**src/rtl/pst_pkg.sv**
```systemverilog
`default_nettype none
package pst_pkg;

    localparam int W_PROTO = 8;
    localparam int W_FLAGS = 8;
    localparam int W_ADDR  = 32;
    localparam int W_PORT  = 16;
    localparam int W_TIME  = 48;
    localparam int W_SCORE = 16;
    localparam int W_WIN   = 20;
    localparam int W_WGT   = 8;
    localparam int W_STAT  = 3;

    // Configuration port
    localparam int W_CFG_IDX  = 3;
    localparam int W_CFG_DATA = 20;

    localparam logic [W_CFG_IDX-1:0] CFG_THRESHOLD  = 3'd0;
    localparam logic [W_CFG_IDX-1:0] CFG_WINDOW     = 3'd1;
    localparam logic [W_CFG_IDX-1:0] CFG_WGT_SPEC   = 3'd2;
    localparam logic [W_CFG_IDX-1:0] CFG_WGT_WK     = 3'd3;
    localparam logic [W_CFG_IDX-1:0] CFG_WGT_OTHER  = 3'd4;
    localparam logic [W_CFG_IDX-1:0] CFG_WK_LIMIT   = 3'd5;

    localparam logic [W_SCORE-1:0] RST_THRESHOLD = 16'd21;
    localparam logic [W_WIN-1:0]   RST_WINDOW    = 20'd300000;
    localparam logic [W_WGT-1:0]   RST_WGT_SPEC  = 8'd10;
    localparam logic [W_WGT-1:0]   RST_WGT_WK    = 8'd3;
    localparam logic [W_WGT-1:0]   RST_WGT_OTHER = 8'd1;
    localparam logic [W_PORT-1:0]  RST_WK_LIMIT  = 16'd1024;

    localparam logic [W_PROTO-1:0] PROTO_TCP = 8'd6;
    localparam int FLAG_FIN = 0;
    localparam int FLAG_SYN = 1;
    localparam int FLAG_ACK = 4;

    localparam logic [W_PORT-1:0] PORT_SPEC_A = 16'd11;
    localparam logic [W_PORT-1:0] PORT_SPEC_B = 16'd12;
    localparam logic [W_PORT-1:0] PORT_SPEC_C = 16'd13;
    localparam logic [W_PORT-1:0] PORT_SPEC_D = 16'd2000;

    localparam logic [W_SCORE-1:0] SCORE_MAX = 16'hFFFF;

    typedef enum logic [W_STAT-1:0] {
        ST_IGNORED = 3'd0,
        ST_NEW     = 3'd1,
        ST_SCORED  = 3'd2,
        ST_SCAN    = 3'd3,
        ST_RESTART = 3'd4,
        ST_FULL    = 3'd5
    } t_status;

    // One way of a bucket row
    typedef struct packed {
        logic               valid;
        logic [W_ADDR-1:0]  addr;
        logic [W_SCORE-1:0] score;
        logic [W_TIME-1:0]  start;
    } t_entry;

    // Decision of the update logic
    typedef struct packed {
        logic               wr_en;
        t_status            status;
        logic [W_SCORE-1:0] score;
        logic [W_TIME-1:0]  start;
    } t_upd;

endpackage
`default_nettype wire

```
**src/rtl/pst_update.sv**
```systemverilog
`default_nettype none
module pst_update #(
    parameter int WAYS = 4
) (
    input  pst_pkg::t_entry [WAYS-1:0]       i_row,
    input  wire                              i_scored,
    input  wire  [pst_pkg::W_ADDR-1:0]       i_addr,
    input  wire  [pst_pkg::W_TIME-1:0]       i_now,
    input  wire  [pst_pkg::W_WGT-1:0]        i_weight,
    input  wire  [pst_pkg::W_SCORE-1:0]      i_threshold,
    input  wire  [pst_pkg::W_WIN-1:0]        i_window,
    output pst_pkg::t_entry [WAYS-1:0]       o_row,
    output pst_pkg::t_upd                    o_upd
);
    import pst_pkg::*;

    logic [WAYS-1:0]    hit_sel;
    logic [WAYS-1:0]    free_sel;
    logic [WAYS-1:0]    way_within;
    logic [W_SCORE-1:0] way_sat [WAYS];
    logic               any_hit;
    logic               any_free;
    logic               sel_within;
    logic [W_SCORE-1:0] sel_sat;
    logic [W_TIME-1:0]  sel_start;
    logic [W_SCORE-1:0] wgt_ext;

    assign wgt_ext = {{(W_SCORE-W_WGT){1'b0}}, i_weight};

    // Per-way window check and saturating sum
    always_comb begin
        logic [W_SCORE:0] sum;
        logic [W_TIME:0]  limit;
        for (int k = 0; k < WAYS; k++) begin
            sum   = {1'b0, i_row[k].score} + {1'b0, wgt_ext};
            way_sat[k] = sum[W_SCORE] ? SCORE_MAX : sum[W_SCORE-1:0];
            limit = {1'b0, i_row[k].start} + {{(W_TIME+1-W_WIN){1'b0}}, i_window};
            // an earlier timestamp counts as zero elapsed and is always within
            way_within[k] = ({1'b0, i_now} <= limit);
        end
    end

    // Lowest matching way, lowest free way
    always_comb begin
        logic hit_found;
        logic free_found;
        hit_sel    = '0;
        free_sel   = '0;
        hit_found  = 1'b0;
        free_found = 1'b0;
        for (int k = 0; k < WAYS; k++) begin
            if (i_row[k].valid) begin
                if (!hit_found && i_row[k].addr == i_addr) begin
                    hit_sel[k] = 1'b1;
                    hit_found  = 1'b1;
                end
            end else if (!free_found) begin
                free_sel[k] = 1'b1;
                free_found  = 1'b1;
            end
        end
    end

    assign any_hit  = |hit_sel;
    assign any_free = |free_sel;

    always_comb begin
        sel_within = 1'b0;
        sel_sat    = '0;
        sel_start  = '0;
        for (int k = 0; k < WAYS; k++) begin
            if (hit_sel[k]) begin
                sel_within = way_within[k];
                sel_sat    = way_sat[k];
                sel_start  = i_row[k].start;
            end
        end
    end

    always_comb begin
        o_row        = i_row;
        o_upd.wr_en  = 1'b0;
        o_upd.status = ST_IGNORED;
        o_upd.score  = '0;
        o_upd.start  = '0;
        if (i_scored) begin
            if (any_hit) begin
                o_upd.wr_en = 1'b1;
                if (sel_within) begin
                    o_upd.score = sel_sat;
                    o_upd.start = sel_start;
                    if (sel_sat >= i_threshold) begin
                        o_upd.status = ST_SCAN;
                    end else begin
                        o_upd.status = ST_SCORED;
                    end
                end else begin
                    o_upd.status = ST_RESTART;
                    o_upd.score  = wgt_ext;
                    o_upd.start  = i_now;
                end
                for (int k = 0; k < WAYS; k++) begin
                    if (hit_sel[k]) begin
                        if (!sel_within) begin
                            o_row[k].score = wgt_ext;
                            o_row[k].start = i_now;
                        end else if (sel_sat >= i_threshold) begin
                            o_row[k].score = '0;
                            o_row[k].start = i_now;
                        end else begin
                            o_row[k].score = sel_sat;
                        end
                    end
                end
            end else if (any_free) begin
                o_upd.wr_en  = 1'b1;
                o_upd.status = ST_NEW;
                o_upd.score  = wgt_ext;
                o_upd.start  = i_now;
                for (int k = 0; k < WAYS; k++) begin
                    if (free_sel[k]) begin
                        o_row[k].valid = 1'b1;
                        o_row[k].addr  = i_addr;
                        o_row[k].score = wgt_ext;
                        o_row[k].start = i_now;
                    end
                end
            end else begin
                o_upd.status = ST_FULL;
            end
        end
    end

endmodule
`default_nettype wire

```
**config.mk**
```make
export PLATFORM = sky130hd
export DESIGN_NAME = pst_update
export DESIGN_NICKNAME = d
export VERILOG_FILES = /design/src/rtl/pst_pkg.sv /design/src/rtl/pst_update.sv
export SDC_FILE = /design/constraint.sdc
export NUM_CORES = 2
export LEC_CHECK = 0
export BUFFER_PORTS_ARGS = -buffer_cell sky130_fd_sc_hd__buf_4
export CELL_PAD_IN_SITES_DETAIL_PLACEMENT = 1
export CELL_PAD_IN_SITES_GLOBAL_PLACEMENT = 2
export CORE_AREA = 3 3 381 383
export DETAILED_ROUTE_END_ITERATION = 16
export DIE_AREA = 0 0 384 386
export PLACE_DENSITY_LB_ADDON = 0.12
export SLEW_MARGIN = 10
export SYNTH_ARGS = -nofsm -noshare
export SYNTH_HDL_FRONTEND = slang
export SYNTH_SLANG_ARGS = --single-unit
```
**constraint.sdc**
```tcl
create_clock -name vclk -period 10.5
set_input_delay 1.575 -clock vclk [all_inputs]
set_output_delay 1.575 -clock vclk [all_outputs]
set_load 0.05 [all_outputs]
```
# == Yosys cells after proc, flatten, opt, wreduce, memory -nomap -nowiden ==
# Cells that the tools add are included.
# totals
regBits,0
out_inout_bits,456
# op_classes
n_addsub,8
n_lt_le_gt_ge,5
eq_ne,4
n_mux,71
reduce_logical,8
# ops
cell,n
2-to-1 mux 388 bit,2
2-to-1 mux 64 bit,12
2-to-1 mux 48 bit,8
2-to-1 mux 97 bit,3
adder 48 x 20 -> 49 bit,4
<= comparator 48 x 49 -> 1 bit,4
2-to-1 mux 16 bit,9
2-to-1 mux 68 bit,2
2-to-1 mux 33 bit,4
equality test 32 bit,4
2-to-1 mux 96 bit,1
adder 16 x 8 -> 17 bit,4
2-to-1 mux 67 bit,1
2-to-1 mux 56 bit,1
2-to-1 mux 1 bit,27
>= comparator 16 bit,1
OR reduction 4 bit,2
logical AND 1 bit,3
logical NOT 1 bit,3
2-to-1 mux 3 bit,1

# == Logic depth before layout (Yosys ltp) ==
# depth
word_depth,22
depth_mapped,28
ltp_nobuf,25

# == Least setup slack after synthesis ==
# Ideal clock, no wire load.
# synth_timing
path_type,input-to-output
from,input i_row[1] (netlist bit)
to,output o_row[52] (netlist bit)
t_arrival_ns,7.988
t_required_ns,8.925
path_slack_ns,0.937
path_stages,26
n_path_buf,2
cell_sequence,ha_1 a21o_1 a21oi_1 o21bai_1 a21oi_1 a21oi_1 and2_1 a221oi_1 o21ai_0 a31o_2 clkbuf_1 nand3_1 xor2_1 ha_1 nand3_1 nor3_1 a22o_1 o41a_1 a2111oi_0 a211oi_1 a211oi_4 nand3_4 or3_1 buf_6 or2_2 o21ai_0
# synth_lines
element,line,text
"start, declared",pst_update.sv:5,"input pst_pkg::t_entry [WAYS-1:0] i_row,"
"end, declared",pst_update.sv:12,"output pst_pkg::t_entry [WAYS-1:0] o_row,"

==> key figures <==
Worst setup path
  – CP Max Fanout: 13
  – Most used cell, CP: buf_4
  – CP arrival: 8.44 ns
  – Startpoint types: primary input
  – Critical path endpoint category: primary output
  – Setup CP Type: in2out
  – CP Buf/Inv Count: 6
  – Required time of the critical path: 8.93 ns
  – Worst path max stage delay: 0.70 ns
  – CP top delay family: compound AO/OA/AOI/OAI gates
  – Crit-path slowest cell: or4b_2

Drt
  – DRC Markers: 0
  – Iteration-0 DRC Markers: 1458
  – TritonRoute pass-1 iters: 5
  – Post-route ant nets: 0
  – Vias/cell: 4.70
  – DR vias: 27800
  – Wire per inst: 29.2 um
  – Final wirelength: 173000 um

Cells and area
  – Seq_cells: 0
  – Reg area: 0 um2
  – Layout cells sized above 1: 36.1%
  – Most common cell after layout, fill and taps aside: buf_4
  – Layout overhead on the synthesized area: 48.0%
  – Fin nets: 4858
  – CLK BUF: 0
  – Most frequent cells in the layout: buf_4 (1111), ha_1 (320), nand2_1 (280), nor2_1 (273), a21oi_1 (261)

Floorplan
  – Total core area: 142000 um2
  – IO Pins: 969
  – Die area: 148000 um2
  – Die W: 384 um
  – Rows: 138
  – Die height: 386 um
  – Starting Density: 15.3%

Global route
  – First-pass GRT wire length: 237000 um
  – Antenna violations before repair: 27
  – Overflow after GRT: 0
  – Number of global-route vias before repair: 29600
  – Largest net degree at the start of global routing: 65
  – Total GRT Usage: 22.1%

Power and ir drop
  – Combinational share of power: 100.0%
  – Sequential power share: 0%
  – Peak VDD IR: 0.0261 mV
  – Leak: 14.9 nW
  – Pwr dens: 60.2 nW/um2
  – NetSw: 1.24 mW
  – Sw Ratio: 64.1%
  – Clock Power Share: 0%
  – Pint: 0.695 mW

Timing
  – RSZ-0062 raised after global routing: no
  – Fin. Hold Viols: 0
  – Max-slew violations: 0
  – Worst-Margin Slew: 1.11 ns
  – Period Utilization, post-route: 95.4%
  – Max Fclk: 99.9 MHz
  – Headroom to the max-slew limit: 25.8%
  – Final min period: 10.01 ns
  – Hold WS: 3.53 ns
  – Setup violations, final: 0
  – TNS Setup: 0 ns

Yosys
  – Seq/Total Area, Yosys: 0%
  – Post-synthesis cell count: 3034
  – Area leader, netlist: ha_1
  – Synth warn: 0
  – Syn Area/Cell: 7.15 um2
  – Top post-synthesis cells by area: ha_1 (18%), mux2_2 (13%), xor2_1 (8.9%), a21oi_1 (6.1%), xnor2_1 (5.4%)
  – XOR/XNOR Fraction of Synth Area: 14.3%
  – Main combinational cell family by area after synthesis: compound AO/OA/AOI/OAI gates
  – Post-Synth Simple-Gate Area: 22.1%
  – Yosys cell types: 85
  – Post-Syn Area: 21700 um2
  – Post-synthesis mux area share: 15.6%
  – Synth Area in Adders: 19.2%
  – Yosys top cell area share: 18.5%
  – Synth Net Count: 3875
  – Synth Area in Compound Gates: 22.8%

Job
  – Max cap viols: 0

Hold path
  – Worst hold path type: in2out

Placed design
  – Gpl congestion: 0.888
  – Hpwl dp: 150000 um
  – IO Port Bufs: 969

Outcome
  – Status: finished clean
==> worst min-delay path: stages <==
cell and delay (ns):
buf_4 0.09, nand2_1 0.04, nand2_1 0.06, buf_4 0.19
==> stage by stage <==
step | setup WS (ns) | power, mW | instances | utilization (%) | cell area [um2]
finish | 0.486 | 1.94 | 5914 | 22.7 | 32100
global route | 0.0387 | 2.09 | 5906 | 22.6 | 32100
CTS | 0.0200 | 1.96 | 5905 | 22.6 | 32100
detailed placement | -0.121 | 1.95 | 5904 | 22.6 | 32000
global placement | -0.0924 | 1.95 | 5904 | 22.6 | 32000
floorplan | 0.937 | 1.13 | 3034 | - | 21700
==> per-layer routing <==
metal / up-vias / share of wire (%) / global-route usage, %
li1: 13200 / - / -
met1: 13800 / 43 / 27.1
met2: 748 / 51 / 41.0
met3: 88 / 5.1 / 3.83
met4: 18 / 1.3 / 2.51
met5: - / 0.091 / 0
==> layout make-up <==
| type | count | area (um2) |
|---|---|---|
| inverter | 133 | 499 |
| multi-input combinational | 2753 | 20500 |
| tap | 1890 | 2360 |
| antenna | 9 | 22.5 |
| fill | 17200 | 110000 |
| timing repair buffer | 1129 | 8690 |
==> path summary, 6_finish.rpt <==
check | from | endpoint | slack (ns) | cells past startpoint
max | i_row[0] | o_row[335] | 0.49 | 28
min | i_row[287] | o_row[287] | 3.53 | 4
==> power by group through the flow <==
stage               logic [mW]  registers, mW  clock network (mW)
finish                    1.94              0         0.000000108
global route              2.09              0        0.0000000129
CTS                       1.96              0                   0
detailed placement        1.95              0                   0
global placement          1.95              0                   0
floorplan                 1.13              0                   0
==> synth_stat cells, types with 71 or more instances <==
library cell / number
ha_1: 320
nand2_1: 281
nor2_1: 274
a21oi_1: 264
mux2_2: 252
xor2_1: 220
xnor2_1: 135
o21ai_0: 134
inv_1: 133
nand3_1: 100
clkbuf_1: 76
nand4_1: 75
a211oi_1: 71
==> cell families after synthesis <==
family	after synthesis
multiplexers	294
buffers and inverters	281
adder cells (fa/ha/maj)	328
AND/OR/NAND/NOR	996
AO/OA/AOI/OAI	780
XOR/XNOR	355
==> repair_timing <==
action,4_1_cts,5_1_grt
endpoints found under the setup margin,78,260
setup buffers,1,0
pin swaps,1,0
hold buffers,0,0
resized for setup,1,12
Power figures use the tool's default switching activity.
